<file path="src/rtl/chs_pkg.sv">
// ----------------------------------------------------------------------------
// chs_pkg
// Shared types and codes of the two-table cuckoo hash set.
// ----------------------------------------------------------------------------
package chs_pkg;

	localparam int KEY_BITS   = 31;
	localparam int ROUND_BITS = 6;

	localparam logic [ROUND_BITS-1:0] ROUNDS_RESET = 6'd20;

	typedef logic [KEY_BITS-1:0] key_t;

	typedef enum logic {
		OP_INSERT = 1'b0,
		OP_SEARCH = 1'b1
	} opcode_t;

	typedef enum logic [2:0] {
		ST_INSERTED    = 3'd0,
		ST_DUPLICATE   = 3'd1,
		ST_ROUND_LIMIT = 3'd2,
		ST_FOUND       = 3'd3,
		ST_NOT_FOUND   = 3'd4
	} status_t;

	typedef struct packed {
		opcode_t opcode;
		key_t    key;
	} request_t;

	typedef struct packed {
		status_t status;
		key_t    homeless_key;
	} result_t;

	// one slot of either table
	typedef struct packed {
		logic valid;
		key_t key;
	} entry_t;

endpackage

</file>
<file path="src/rtl/chs_table.sv">
// ----------------------------------------------------------------------------
// chs_table
// One table of slots: single write port, single registered read port.
// ----------------------------------------------------------------------------
module chs_table #(
	parameter int ENTRIES = 16
) (
	input  logic                       clk,
	input  logic                       we,
	input  logic [$clog2(ENTRIES)-1:0] waddr,
	input  chs_pkg::entry_t            wdata,
	input  logic                       re,
	input  logic [$clog2(ENTRIES)-1:0] raddr,
	output chs_pkg::entry_t            rdata
);

	chs_pkg::entry_t mem [ENTRIES];

	always_ff @(posedge clk) begin
		if (we) begin
			mem[waddr] <= wdata;
		end
	end

	always_ff @(posedge clk) begin
		if (re) begin
			rdata <= mem[raddr];
		end
	end

endmodule

</file>
<file path="src/rtl/chs_hash.sv">
// ----------------------------------------------------------------------------
// chs_hash
// Slot indexes of a key: key mod ENTRIES and (key div ENTRIES) mod ENTRIES.
// ----------------------------------------------------------------------------
module chs_hash #(
	parameter int ENTRIES = 16
) (
	input  logic                       clk,
	input  logic                       arst_n,
	input  logic                       start,
	input  chs_pkg::key_t              key,
	output logic                       done,
	output logic [$clog2(ENTRIES)-1:0] slot_one,
	output logic [$clog2(ENTRIES)-1:0] slot_two
);

	localparam int IDX_W = $clog2(ENTRIES);

	if ((ENTRIES & (ENTRIES - 1)) == 0) begin : g_pow2
		// power of two: both indexes are plain bit fields of the key
		logic             done_q;
		logic [IDX_W-1:0] one_q;
		logic [IDX_W-1:0] two_q;

		always_ff @(posedge clk or negedge arst_n) begin
			if (!arst_n) begin
				done_q <= 1'b0;
				one_q  <= '0;
				two_q  <= '0;
			end else begin
				done_q <= start;
				if (start) begin
					one_q <= key[IDX_W-1:0];
					two_q <= key[IDX_W +: IDX_W];
				end
			end
		end

		assign done     = done_q;
		assign slot_one = one_q;
		assign slot_two = two_q;
	end else begin : g_recip
		// divide by the constant ENTRIES with a reciprocal multiply:
		// floor(n / ENTRIES) == (n * RECIP) >> SHIFT for every KEY_BITS-bit n.
		// Remainders lie below ENTRIES, so take them from the low IDX_W bits.
		localparam int SHIFT  = chs_pkg::KEY_BITS + IDX_W;
		localparam int PROD_W = 2 * chs_pkg::KEY_BITS + 1;
		localparam logic [63:0] RECIP_W = ((64'd1 << SHIFT) / 64'(ENTRIES)) + 64'd1;
		localparam logic [chs_pkg::KEY_BITS:0] RECIP = RECIP_W[chs_pkg::KEY_BITS:0];
		localparam logic [IDX_W-1:0] E_LO = IDX_W'(ENTRIES);

		logic                         v_s1;
		logic [chs_pkg::KEY_BITS-1:0] q_s1;
		logic [IDX_W-1:0]             klo_s1;
		logic                         v_s2;
		logic [IDX_W-1:0]             one_s2;
		logic [IDX_W-1:0]             qlo_s2;
		logic [IDX_W-1:0]             qqlo_s2;
		logic                         done_q;
		logic [IDX_W-1:0]             one_q;
		logic [IDX_W-1:0]             two_q;
		logic [PROD_W-1:0]            prod_k;
		logic [PROD_W-1:0]            prod_q;

		always_comb begin
			prod_k = PROD_W'(key) * PROD_W'(RECIP);
			prod_q = PROD_W'(q_s1) * PROD_W'(RECIP);
		end

		always_ff @(posedge clk or negedge arst_n) begin
			if (!arst_n) begin
				v_s1    <= 1'b0;
				q_s1    <= '0;
				klo_s1  <= '0;
				v_s2    <= 1'b0;
				one_s2  <= '0;
				qlo_s2  <= '0;
				qqlo_s2 <= '0;
				done_q  <= 1'b0;
				one_q   <= '0;
				two_q   <= '0;
			end else begin
				v_s1   <= start;
				v_s2   <= v_s1;
				done_q <= v_s2;
				if (start) begin
					q_s1   <= chs_pkg::KEY_BITS'(prod_k >> SHIFT);
					klo_s1 <= key[IDX_W-1:0];
				end
				if (v_s1) begin
					one_s2  <= klo_s1 - IDX_W'(q_s1[IDX_W-1:0] * E_LO);
					qlo_s2  <= q_s1[IDX_W-1:0];
					qqlo_s2 <= IDX_W'(prod_q >> SHIFT);
				end
				if (v_s2) begin
					one_q <= one_s2;
					two_q <= qlo_s2 - IDX_W'(qqlo_s2 * E_LO);
				end
			end
		end

		assign done     = done_q;
		assign slot_one = one_q;
		assign slot_two = two_q;
	end

endmodule

</file>
<file path="src/rtl/cuckoo_hash_table.sv">
// ----------------------------------------------------------------------------
// cuckoo_hash_table - two-table cuckoo hash set; a search, a duplicate or a zero-round
// insert ends after one hash and one read of both slots; other inserts add eviction rounds
// until a slot is free or at the round limit. Non-power-of-two ENTRIES pipeline the hash.
// One request at a time (busy high); the next is taken at the edge that takes done,
// and the receiver takes done at once and cannot stall.
// Reset empties both tables by a clearing pass over every slot, busy held high.
// ----------------------------------------------------------------------------
module cuckoo_hash_table #(
	parameter int ENTRIES = 16
) (
	input  logic                              clk,
	input  logic                              arst_n,
	input  logic                              start,
	output logic                              busy,
	input  chs_pkg::request_t                 request,
	output logic                              done,
	output chs_pkg::result_t                  result,
	input  logic                              cfg_we,
	input  logic [chs_pkg::ROUND_BITS-1:0]    cfg_wdata
);

	localparam int IDX_W = $clog2(ENTRIES);

	// Sequencer. Every probe is a read, a wait for the registered data,
	// then a write back of the new occupant; searches and duplicates only read.
	// A slot that was written is never read again before a hash has run, so the
	// sequencing itself keeps reads behind writes and no forwarding is needed.
	typedef enum logic [2:0] {
		S_CLEAR,   // sweep both tables, marking every slot empty
		S_IDLE,    // wait for a request
		S_HASH0,   // hash of the request key, then read both slots
		S_LOOK,    // compare both slots and decide
		S_PROBE1,  // place key in table one, evict occupant
		S_HASH2,   // hash of the evicted key, then read table two
		S_PROBE2,  // place key in table two, evict occupant
		S_HASH1    // hash of the evicted key, then read table one
	} state_t;

	state_t                          state_q;
	logic [IDX_W-1:0]                clr_q;
	logic [IDX_W-1:0]                a_q;
	logic [IDX_W-1:0]                b_q;
	logic [chs_pkg::ROUND_BITS-1:0]  round_q;
	logic [chs_pkg::ROUND_BITS-1:0]  max_rounds_q;
	chs_pkg::key_t                   k_q;
	chs_pkg::opcode_t                op_q;
	logic                            done_q;
	chs_pkg::result_t                result_q;

	// hash unit
	logic                            h_start;
	chs_pkg::key_t                   h_key;
	logic                            h_done;
	logic [IDX_W-1:0]                h_one;
	logic [IDX_W-1:0]                h_two;

	// table ports
	logic                            we1, we2, re1, re2;
	logic [IDX_W-1:0]                waddr1, waddr2;
	chs_pkg::entry_t                 wdata1, wdata2;
	chs_pkg::entry_t                 rd1, rd2;

	logic                            hit;
	logic                            last_round;

	// ------------------------------------------------------------------------
	// Configuration: eviction round limit; the block does not check it, the user writes it only while idle
	// ------------------------------------------------------------------------
	always_ff @(posedge clk or negedge arst_n) begin
		if (!arst_n) begin
			max_rounds_q <= chs_pkg::ROUNDS_RESET;
		end else if (cfg_we) begin
			max_rounds_q <= cfg_wdata;
		end
	end

	// ------------------------------------------------------------------------
	// Datapath decisions
	// ------------------------------------------------------------------------
	assign hit = (rd1.valid && (rd1.key == k_q)) || (rd2.valid && (rd2.key == k_q));
	// the limit is at least one once evictions have begun
	assign last_round = (round_q == (max_rounds_q - chs_pkg::ROUND_BITS'(1)));

	// Start a hash for a new request, or for the key just evicted
	always_comb begin
		h_start = 1'b0;
		h_key   = request.key;
		case (state_q)
			S_IDLE: begin
				h_start = start;
			end
			S_PROBE1: begin
				h_start = rd1.valid;
				h_key   = rd1.key;
			end
			S_PROBE2: begin
				h_start = rd2.valid && !last_round;
				h_key   = rd2.key;
			end
			default: begin
				h_start = 1'b0;
			end
		endcase
	end

	// Table access control
	always_comb begin
		we1    = 1'b0;
		we2    = 1'b0;
		re1    = 1'b0;
		re2    = 1'b0;
		waddr1 = a_q;
		waddr2 = b_q;
		wdata1 = '{valid: 1'b1, key: k_q};
		wdata2 = '{valid: 1'b1, key: k_q};
		case (state_q)
			S_CLEAR: begin
				we1    = 1'b1;
				we2    = 1'b1;
				waddr1 = clr_q;
				waddr2 = clr_q;
				wdata1 = '0;
				wdata2 = '0;
			end
			S_HASH0: begin
				re1 = h_done;
				re2 = h_done;
			end
			S_PROBE1: begin
				we1 = 1'b1;
			end
			S_HASH2: begin
				re2 = h_done;
			end
			S_PROBE2: begin
				we2 = 1'b1;
			end
			S_HASH1: begin
				re1 = h_done;
			end
			default: begin
				we1 = 1'b0;
			end
		endcase
	end

	// ------------------------------------------------------------------------
	// Sequencer and registered result
	// ------------------------------------------------------------------------
	always_ff @(posedge clk or negedge arst_n) begin
		if (!arst_n) begin
			state_q  <= S_CLEAR;
			clr_q    <= '0;
			a_q      <= '0;
			b_q      <= '0;
			round_q  <= '0;
			k_q      <= '0;
			op_q     <= chs_pkg::OP_INSERT;
			done_q   <= 1'b0;
			result_q <= '0;
		end else begin
			done_q <= 1'b0;
			case (state_q)
				S_CLEAR: begin
					clr_q <= clr_q + IDX_W'(1);
					if (clr_q == IDX_W'(ENTRIES - 1)) begin
						state_q <= S_IDLE;
					end
				end
				S_IDLE: begin
					if (start) begin
						op_q    <= request.opcode;
						k_q     <= request.key;
						round_q <= '0;
						state_q <= S_HASH0;
					end
				end
				S_HASH0: begin
					if (h_done) begin
						a_q     <= h_one;
						b_q     <= h_two;
						state_q <= S_LOOK;
					end
				end
				S_LOOK: begin
					// read data of slot one stays put for the first probe
					if (op_q == chs_pkg::OP_SEARCH) begin
						done_q   <= 1'b1;
						result_q <= '{status: hit ? chs_pkg::ST_FOUND
						                          : chs_pkg::ST_NOT_FOUND,
						               homeless_key: '0};
						state_q  <= S_IDLE;
					end else if (hit) begin
						done_q   <= 1'b1;
						result_q <= '{status: chs_pkg::ST_DUPLICATE, homeless_key: '0};
						state_q  <= S_IDLE;
					end else if (max_rounds_q == '0) begin
						// no round allowed: drop the new key untouched
						done_q   <= 1'b1;
						result_q <= '{status: chs_pkg::ST_ROUND_LIMIT, homeless_key: k_q};
						state_q  <= S_IDLE;
					end else begin
						state_q <= S_PROBE1;
					end
				end
				S_PROBE1: begin
					if (!rd1.valid) begin
						done_q   <= 1'b1;
						result_q <= '{status: chs_pkg::ST_INSERTED, homeless_key: '0};
						state_q  <= S_IDLE;
					end else begin
						k_q     <= rd1.key;
						state_q <= S_HASH2;
					end
				end
				S_HASH2: begin
					if (h_done) begin
						b_q     <= h_two;
						state_q <= S_PROBE2;
					end
				end
				S_PROBE2: begin
					if (!rd2.valid) begin
						done_q   <= 1'b1;
						result_q <= '{status: chs_pkg::ST_INSERTED, homeless_key: '0};
						state_q  <= S_IDLE;
					end else if (last_round) begin
						// limit reached: the evicted occupant is dropped
						done_q   <= 1'b1;
						result_q <= '{status: chs_pkg::ST_ROUND_LIMIT,
						               homeless_key: rd2.key};
						state_q  <= S_IDLE;
					end else begin
						k_q     <= rd2.key;
						round_q <= round_q + chs_pkg::ROUND_BITS'(1);
						state_q <= S_HASH1;
					end
				end
				S_HASH1: begin
					if (h_done) begin
						a_q     <= h_one;
						state_q <= S_PROBE1;
					end
				end
				default: begin
					state_q <= S_IDLE;
				end
			endcase
		end
	end

	assign busy   = (state_q != S_IDLE);
	assign done   = done_q;
	assign result = result_q;

	// ------------------------------------------------------------------------
	// Units
	// ------------------------------------------------------------------------
	chs_hash #(
		.ENTRIES (ENTRIES)
	) u_hash (
		.clk      (clk),
		.arst_n   (arst_n),
		.start    (h_start),
		.key      (h_key),
		.done     (h_done),
		.slot_one (h_one),
		.slot_two (h_two)
	);

	chs_table #(
		.ENTRIES (ENTRIES)
	) u_first (
		.clk   (clk),
		.we    (we1),
		.waddr (waddr1),
		.wdata (wdata1),
		.re    (re1),
		.raddr (h_one),
		.rdata (rd1)
	);

	chs_table #(
		.ENTRIES (ENTRIES)
	) u_second (
		.clk   (clk),
		.we    (we2),
		.waddr (waddr2),
		.wdata (wdata2),
		.re    (re2),
		.raddr (h_two),
		.rdata (rd2)
	);

	// ------------------------------------------------------------------------
	// Assertions
	// ------------------------------------------------------------------------
	a_done_idle: assert property (@(posedge clk) disable iff (!arst_n)
		done |-> !busy)
		else $error("result strobe while a request is still in progress");

	a_accept_busy: assert property (@(posedge clk) disable iff (!arst_n)
		(start && !busy) |=> busy)
		else $error("accepted request did not raise busy");

	a_search_status: assert property (@(posedge clk) disable iff (!arst_n)
		(done && (op_q == chs_pkg::OP_SEARCH)) |->
		((result.status == chs_pkg::ST_FOUND) || (result.status == chs_pkg::ST_NOT_FOUND)))
		else $error("search request gave an insert status");

	a_homeless_zero: assert property (@(posedge clk) disable iff (!arst_n)
		(done && (result.status != chs_pkg::ST_ROUND_LIMIT)) |-> (result.homeless_key == '0))
		else $error("homeless key set on a result that dropped nothing");

endmodule

</file>
<file path="config.mk">
export PLATFORM = sky130hd
export DESIGN_NAME = cuckoo_hash_table
export DESIGN_NICKNAME = d
export VERILOG_FILES = /design/src/rtl/chs_pkg.sv /design/src/rtl/chs_table.sv /design/src/rtl/chs_hash.sv /design/src/rtl/cuckoo_hash_table.sv
export SDC_FILE = /design/constraint.sdc
export NUM_CORES = 1
export LEC_CHECK = 0
export BUFFER_PORTS_ARGS = -buffer_cell sky130_fd_sc_hd__buf_2
export CAP_MARGIN = 10
export CORE_ASPECT_RATIO = 2
export CORE_MARGIN = 2
export CORE_UTILIZATION = 55
export CTS_CLUSTER_DIAMETER = 200
export CTS_CLUSTER_SIZE = 25
export DETAILED_ROUTE_END_ITERATION = 12
export PLACE_DENSITY = 0.71
export SLEW_MARGIN = 0
export SYNTH_ARGS = -nofsm -noshare
export SYNTH_HDL_FRONTEND = slang
export SYNTH_SLANG_ARGS = --single-unit
</file>
<file path="constraint.sdc">
create_clock -name clk -period 9.1 [get_ports clk]
set_input_delay 0.91 -clock clk [delete_from_list [all_inputs] [get_ports clk]]
set_output_delay 0.91 -clock clk [all_outputs]
set_load 0.03 [all_outputs]
</file>
# == After elaboration in Yosys (flattened, before gate mapping) ==
# Memory sizes are Yosys's and may differ from the RTL's. A register that Yosys moved wholly into a read port is not among the register bits.
# Index checks and enable logic that the tools add are counted.
# op_classes
n_reduce_logical,21
magnitude_cmp,0
shift,0
n_eq_ne,23
add_sub_neg,3
bitwise_logic,0
n_mux,49
n_div,0
multipliers,0
# ops
cell,n
two-way mux 34 bit,6
two-way mux 31 bit,4
one-hot mux 34 bit (3 select lines),1
one-hot mux 31 bit (3 select lines),1
equality test 31 bit,2
two-way mux 3 bit,12
two-way mux 32 bit,1
one-hot mux 3 bit (8 select lines),1
two-way mux 6 bit,3
one-hot mux 8 bit (2 select lines),1
two-way mux 1 bit,14
"equality test 3 bit, second input constant",4
one-hot mux 6 bit (2 select lines),1
"inequality test 2 x 1 -> 1 bit, second input constant",5
AND reduction 5 bit,2
two-way mux 4 bit,2
"inequality test 2 bit, second input constant",4
AND reduction 4 bit,2
OR reduction 2 bit,4
"adder 6 x 1 -> 6 bit, second input constant",1
"equality test 3 x 2 -> 1 bit, second input constant",2
equality test 6 bit,1
logical NOT 6 bit,1
one-hot mux 1 bit (3 select lines),2
other kinds (14),19
# totals
elab_cells,112
reg_bits,103
mem_bits_ro,0
latch_bits,0
out_inout_bits,36
ramBits,1024
mem_count,2
# memory_table
name,depth,word_bits,rd,rd_ports_with_merged_regs,wr,line_no,rtl
u_first.mem,16,32,1,1,1,chs_table.sv:17,chs_pkg::entry_t mem [ENTRIES];
u_second.mem,16,32,1,1,1,chs_table.sv:17,

# == Logic depth before layout (Yosys ltp) ==
# Gate-level depths: netlist of the first run.
# depth
ltp_word,6
ltp_mapped,11
ltp_nobuf,10

# == By module ==
# A second synthesis of the first run with hierarchy kept.
# hier_totals
cells_unflattened,2352
hier_area_um2,46757.3
# modules_own_cells
module,cells_each,area_each_um2,n_inst
chs_table,838,20155.6,2
cuckoo_hash_table,658,6089.6,1
chs_hash,18,356.6,1

# == Worst setup path after synthesis of the first run ==
# OpenSTA, ideal clock, no wires.
# synth_timing
path_kind,reg-to-reg
startpoint,register state_q[0]
endpoint,register a_q[0]
stages_incl_launch_ff,6
required_time_ns,9.018
setup_ns,0.082
period_less_slack_ns,4.938
arrival_ns,4.857
path_slack_ns,4.162
path_cell_list,dfrtp_1 -> clkbuf_1 -> nor2b_1 -> clkbuf_1 -> nor4_1 -> mux2_2
# synth_via
elab_chain_cells,3
# synth_rtl
item,line_no,rtl
start: declaration,cuckoo_hash_table.sv:40,state_t state_q;
start signal: assignment,cuckoo_hash_table.sv:153,state_q <= S_CLEAR;
start signal: assignment,cuckoo_hash_table.sv:168,state_q <= S_IDLE;
start signal: assignment,cuckoo_hash_table.sv:176,state_q <= S_HASH0;
equality test 3 bit or equality test 3 x 2 -> 1 bit (tied branches),cuckoo_hash_table.sv:164,case (state_q)
OR reduction 2 bit (no source line) (*),-,
AND reduction 2 bit (no source line) (*),-,
end signal: assignment,cuckoo_hash_table.sv:181,a_q <= h_one;
end signal: assignment,cuckoo_hash_table.sv:242,a_q <= h_one;
end: declaration,cuckoo_hash_table.sv:42,logic [IDX_W-1:0] a_q;
# Every way passes the cells marked *; elsewhere a longest branch is shown, timed or not.
# A chain may end at the register's enable or synchronous reset.

# == Worst setup path after layout of the first run ==
# layout_timing
startpoint,"register, netlist name u_second.rdata[0]"
endpoint,register result_q (netlist bit result[32])
# layout_via
elab_chain_cells,6
# layout_rtl
item,line_no,rtl
equality test 31 bit (*),cuckoo_hash_table.sv:81,assign hit = (rd1.valid && (rd1.key == k_q)) || (rd2.valid && (rd2.key == k_q));
logical AND 1 bit (*),cuckoo_hash_table.sv:81,
logical OR 1 bit (*),cuckoo_hash_table.sv:81,
two-way mux 34 bit or two-way mux 3 bit (tied branches),"cuckoo_hash_table.sv:194, cuckoo_hash_table.sv:190",
two-way mux 34 bit,cuckoo_hash_table.sv:188,if (op_q == chs_pkg::OP_SEARCH) begin
one-hot mux 34 bit (3 select lines),cuckoo_hash_table.sv:164,
end signal: assignment,cuckoo_hash_table.sv:190,result_q <= '{status: hit ? chs_pkg::ST_FOUND
end signal: assignment,cuckoo_hash_table.sv:196,"result_q <= '{status: chs_pkg::ST_DUPLICATE, homeless_key: '0};"
end signal: assignment,cuckoo_hash_table.sv:201,"result_q <= '{status: chs_pkg::ST_ROUND_LIMIT, homeless_key: k_q};"
end: declaration,cuckoo_hash_table.sv:49,chs_pkg::result_t result_q;
# Marks and branches as above.

==> flow_metrics.tcl, run 1 <==
set metrics [dict create \
    cts_made_buffers 53 \
    r2r_end "result[32]" \
    dpl.hpwl_mm 66.47 \
    arrival_ns 4.30 \
    synth_cell_type_count 55 \
    grtUsageTotal 0.2511 \
    antenna_cells 0 \
    grt.met1_usage 0.3214 \
    drc 0 \
    avgViaCountPerCell 6.557 \
    r2r_slack_ns 5.34 \
    overflow 0 \
    yosys_warnings 0 \
    cts_tree "built" \
    dr.pass1.iters 8 \
    drv_slew 0 \
    setup_tns_ns 0 \
    io_pins 78 \
    die_w_um 210.9 \
    fin_nets 2384 \
    p_leak_nw 15.98 \
    fin_worst_skew_ns 0.02275 \
    tightest_slew_ns 1.217 \
    cts_max_level 2 \
    reg2reg_depth 10 \
    worstPathMaxFanout 34 \
    clk_latency_ns 0.64 \
    cts.path.max_buffers 3 \
    post_cts_buffers 0 \
    grt_pass1_wl_mm 158.8 \
    grt_max_degree 103 \
    syn_area_um2 47070 \
    synth_area_leader_cell "edfxtp_1" \
    wire_per_inst_um 31.45 \
    synth-seq-area-share 0.7489 \
    start_util 0.5549 \
    grtUsageMet3 0.02244 \
    rsz0062_at_grt "no" \
    hp-class "in2async" \
    hold_viol 0 \
    seq_area_um2 35270 \
    io_buffers 77 \
    peakVddDrop_uv 430.4 \
    ys.flop_type "edfxtp_1" \
    drive_above_1_share 0.2465 \
    postRouteAntennaNets 0 \
    clk_pin_slew_worst_paths_ns 0.11 \
    first_global_vias 23320 \
    cap_violations 0 \
    wl_mm 108.2 \
    fp.coreArea_um2 84830 \
    min_period_over_period 0.4131 \
    cts_resized 0 \
    power.density_nw_per_um2 325.3 \
    area_delta_synth_final_pct 7.650 \
    design.die.area_um2 88090 \
    grt.busiest_layer "met2" \
    num_vias 22560 \
    cts.sinks 1191 \
    maxSlewHeadroom 0.1800 \
    cts_hold_buf 0 \
    netlist_instances 2259 \
    die_y_um 417.7 \
    crit_path_end_kind "flip-flop" \
    antenna_found_initial 2 \
    worstSetupPathType "reg2reg" \
    fill_cells 5858 \
    worst_r2r_startpoint "u_second.rdata[0]" \
    grtUsageMet2 0.4453 \
    outcome "finished clean" \
    row_count 151 \
    synth.net_count 2307 \
    async_flop_share 0.08648 \
    max_freq_mhz 266.0 \
    dp_cells 3350 \
    clock_tree.root_cell "clkbuf_16" \
    setup_violations 0 \
    critPathLaunchType "flip-flop" \
    fin_cells 3440 \
    dr.first_iter.drc_count 2533 \
    synth_area_leaders "edfxtp_1, mux4_2, dfrtp_1" \
    synth_top_area_frac 0.6940 \
    netlist_top_cells_count "edfxtp_1, mux4_2, dfrtp_1, clkbuf_1, nor2_1" \
    cp.required_ns 9.64 \
    syn_avg_cell_area_um2 20.84 \
    synth.most_common_cell "edfxtp_1" \
    multi_input_area_um2 11390 \
    synth_edf_count 1088 \
    gp_congestion 0.9956 \
    synth-seq-cells 1191 \
    period_minus_slack_ns 3.759 \
]
[cells by family after synthesis]
group / synth area share
AND/OR/NAND/NOR: 0.02804
buffers and inverters: 0.01510
XOR/XNOR: 0.01340
flip-flops: 0.7489
AO/OA/AOI/OAI: 0.02116
adder cells (fa/ha/maj): 0.001595
multiplexers: 0.1719
[worst max path at each step]
stage          slack [ns]  cells past startpoint                   to         startpoint
2_1_floorplan        4.16                      5               a_q[0]         state_q[0]
3_3_place_gp         5.50                     10           result[32]  u_second.rdata[4]
3_5_place_dp         5.45                     10           result[32]  u_second.rdata[4]
4_1_cts              5.43                      7  u_second.mem[7][19]         state_q[2]
5_1_grt              5.23                     10           result[32]  u_second.rdata[1]
6_report             5.34                     10           result[32]  u_second.rdata[0]
[state kept, by name (all words and copies together), names as in the netlist]
| register | cells |
|---|---|
| b_q | 4 |
| done | 1 |
| state_q | 3 |
| round_q | 6 |
| u_hash.slot_two | 4 |
| max_rounds_q | 6 |
| op_q | 1 |
| result | 34 |
| u_second.rdata | 32 |
| u_first.mem | 512 |
| k_q | 31 |
| u_hash.done | 1 |
| u_second.mem | 512 |
| u_hash.slot_one | 4 |
| clr_q | 4 |
| a_q | 4 |
| u_first.rdata | 32 |
[worst max-delay path, cell delays in order (launching register included)]
cell and delay [ns]:
edfxtp_1 0.45, xnor2_1 0.77, nand4_1 0.16, nor4_1 0.35, a22oi_1 0.26, ha_1 0.24, o21ai_0 0.12, a31oi_1 0.27
a21oi_4 0.21, buf_4 0.44, mux2_1 0.36
[cell type report]
cell class | count | area share
repair buffers | 141 | 0.01817
inverters | 63 | 0.004667
flip-flops and latches | 1191 | 0.6960
well taps | 1071 | 0.02644
clock inverters | 2 | 0.0003951
clock buffers | 86 | 0.02946
multi-input cells | 886 | 0.2249
[cells in the final DEF (no fill, tap or decap), types with 6 or more instances in the layout]
master	Yosys	layout
edfxtp_1	1088	1088
mux4_2	320	320
dfrtp_1	101	94
buf_2	10	76
xnor2_1	67	67
inv_1	61	61
buf_4	4	61
clkbuf_16	0	55
a21oi_1	51	51
mux2i_1	50	50
nand2_1	47	47
o21ai_0	40	40
nor2_1	68	35
nand4_1	33	33
nor2_4	0	32
o22a_1	31	31
clkbuf_1	75	31
mux2_1	24	24
and2_1	23	23
nor4b_1	23	23
nor4_1	17	16
a31oi_1	12	12
mux2_2	10	10
nand3_1	8	8
ha_1	6	6
[per-layer routing]
metal | vias to the layer above | part of all wire
li1 | 9384 | -
met1 | 12090 | 0.37
met2 | 896 | 0.53
met3 | 187 | 0.052
met4 | 2 | 0.044
met5 | - | 0.00017
[power by group]
part / total, mW / switching, mW / internal, mW
clock: 2.71 / 1.58 / 1.13
combinational: 5.61 / 3.34 / 2.27
sequential: 8.16 / 0.594 / 7.57
total: 16.5 / 5.51 / 11.0
[metrics by stage]
| stage | area [um2] | utilization | hold slack (ns) | total power, mW | setup WS (ns) |
|---|---|---|---|---|---|
| after floorplan | 47070 | - | 0.4877 | 11.87 | 4.162 |
| after global placement | 49120 | 0.5790 | 0.4728 | 13.71 | 5.500 |
| after detailed placement | 49120 | 0.5790 | 0.4824 | 13.89 | 5.448 |
| after CTS | 50630 | 0.5969 | 0.2282 | 16.54 | 5.434 |
| after global routing | 50670 | 0.5974 | 0.2437 | 17.15 | 5.229 |
| final | 50670 | 0.5974 | 0.2204 | 16.48 | 5.341 |
Power figures use the tool's default switching activity.
==> run 2: changes to the inputs <==
--- a/config.mk
+++ b/config.mk
@@ -13,7 +13,7 @@
 export CTS_CLUSTER_DIAMETER = 200
 export CTS_CLUSTER_SIZE = 25
 export DETAILED_ROUTE_END_ITERATION = 12
-export PLACE_DENSITY = 0.71
+export PLACE_DENSITY = 0.74
 export SLEW_MARGIN = 0
 export SYNTH_ARGS = -nofsm -noshare
 export SYNTH_HDL_FRONTEND = slang
==> constraint.sdc (replaced) <==
create_clock -name clk -period 3.1 [get_ports clk]
set_input_delay 0.31 -clock clk [delete_from_list [all_inputs] [get_ports clk]]
set_output_delay 0.31 -clock clk [all_outputs]
set_load 0.03 [all_outputs]
==> flow_metrics.tcl, run 2 (synthesized netlist as in run 1, its figures left out) <==
set metrics [dict create \
    p_comb_frac 0.376 \
    io_buffers 77 \
    peakVddDrop_uv 623.2 \
    outcome "finished clean" \
    clk_latency_ns 0.66 \
    dr.first_iter.drc_count 2341 \
    worstPathMaxFanout 12 \
    gp_congestion 0.8909 \
    grt_max_degree 65 \
    grt_pass1_wl_mm 169.0 \
    worstSetupPathType "reg2reg" \
    fp.coreArea_um2 84830 \
    overflow 0 \
    avgViaCountPerCell 6.520 \
    multi_input_area_um2 11490 \
    grt.met1_usage 0.3238 \
    cts_made_buffers 53 \
    cts.path.max_buffers 3 \
    grtUsageTotal 0.2700 \
    hold_viol 0 \
    setup_violations 0 \
    antenna_found_initial 10 \
    wl_mm 116.5 \
    postRouteAntennaNets 0 \
    p_total_mw 50.39 \
    cts_max_level 2 \
    seq_area_um2 35270 \
    p_sw_mw 17.08 \
    fin_nets 2546 \
    worstPathCellList "buf_4 > xnor2_1 > nand4_1 > nor4_2 > a22oi_1 > ha_1 > o21ai_2 > a31oi_4 > nor3_4 > buf_12 > clkbuf_16 > a21oi_1 > o22a_1" \
    max_freq_mhz 325.2 \
    dr.pass1.iters 5 \
    dpl.hpwl_mm 73.64 \
    seqPwrFrac 0.468 \
    design.die.area_um2 88090 \
    first_global_vias 24770 \
    p_sw_frac 0.3390 \
    maxSlewHeadroom 0.2829 \
    area_delta_synth_final_pct 11.48 \
    cts.sinks 1191 \
    cp.required_ns 3.63 \
    row_count 151 \
    drc 0 \
    fill_cells 5684 \
    min_period_over_period 0.9918 \
    grtUsageMet2 0.4927 \
    wire_per_inst_um 32.42 \
    final_cell_mix "edfxtp_1, mux4_2, buf_4" \
    critPathLaunchType "flip-flop" \
    cpPeakStageDelay_ns 0.41 \
    power.density_nw_per_um2 960.2 \
    clkPwrFrac 0.155 \
    final_util 0.6186 \
    fin_worst_skew_ns 0.03765 \
    clk_pin_slew_worst_paths_ns 0.12 \
    io_pins 78 \
    arrival_ns 3.61 \
    final_common_cell "edfxtp_1" \
    p_leak_nw 16.90 \
    num_vias 23430 \
    internal-power_mw 33.30 \
    cap_violations 0 \
    grtUsageMet3 0.02882 \
    grt.busiest_layer "met2" \
    hp-class "in2reg" \
    slowest_stage "dfrtp_1" \
    tightest_slew_ns 1.076 \
    drive_above_1_share 0.2882 \
    drv_slew 0 \
    die_y_um 417.7 \
    start_util 0.5549 \
    die_w_um 210.9 \
    period_minus_slack_ns 3.075 \
    critPathTopFamily "simple AND/OR/NAND/NOR gates" \
    crit_path_end_kind "flip-flop" \
    critPathBufInv 3 \
    clock_tree.root_cell "clkbuf_16" \
    cts_tree "built" \
]
[run 2: worst paths after layout]
check                                start                 end  slack (ns)  cells after the start
worst max-delay path               k_q[11]          result[28]        0.03                     13
min in group asynchronous           arst_n          state_q[0]        0.32                      2
worst min register to register   result[9]           result[9]        0.51                      1
max in group asynchronous           arst_n             k_q[14]        2.10                      3
worst max register to register     k_q[11]          result[28]        0.03                     13
worst min-delay path            request[4]  u_hash.slot_two[0]        0.05                      3
[run 2: power groups by stage]
stage / Clock [mW] / Combinational (mW) / Sequential, mW
finish: 7.83 / 19.0 / 23.6
global route: 8.42 / 20.1 / 23.8
CTS: 7.99 / 19.0 / 23.6
detailed placement: 0 / 18.9 / 23.9
global placement: 0 / 18.4 / 23.8
floorplan: 0 / 11.3 / 23.6
[run 2: timing repair]
item	4_1_cts	5_1_grt
hold buffers	32	0
endpoints found under the setup margin	34	34
pin swaps	0	4
endpoints found under the hold margin	80	0
buffers inserted	0	2
resized for setup	3	11
gates cloned	0	1
[run 2: per-stage QoR]
stage	std cells	hold WS, ns	instance area, um2	worst slack [ns]	setup TNS (ns)
after floorplan	2259	0.01441	47130	-0.1973	-60.87
after global placement	3479	0.4480	50560	-0.2182	-6.646
after detailed placement	3479	0.4606	50560	-0.09437	-1.804
after CTS	3587	0.003407	52350	0.007883	0
after global routing	3591	0.02965	52470	-0.06062	-1.072
final	3593	0.04694	52480	0.02541	0
[run 2: final cells by class]
| cell class | count | area share |
|---|---|---|
| flip-flops and latches | 1191 | 0.6721 |
| multi-input cells | 886 | 0.2190 |
| repair buffers | 303 | 0.05112 |
| clock buffers | 72 | 0.02663 |
| well taps | 1071 | 0.02554 |
| inverters | 63 | 0.004506 |
| clock inverters | 4 | 0.0009299 |
| diodes | 3 | 0.0001431 |
[run 2: per-layer routing]
layer	wire length (um)	part of all wire	vias up
met5	63	0.00054	-
met4	5923	0.051	10
met3	6344	0.054	245
met2	63560	0.55	1028
met1	40610	0.35	12450
li1	-	-	9697
[run 2: worst min-delay path: stages]
cell and delay (ns):
buf_2 0.11, a21oi_1 0.08, mux2i_1 0.13
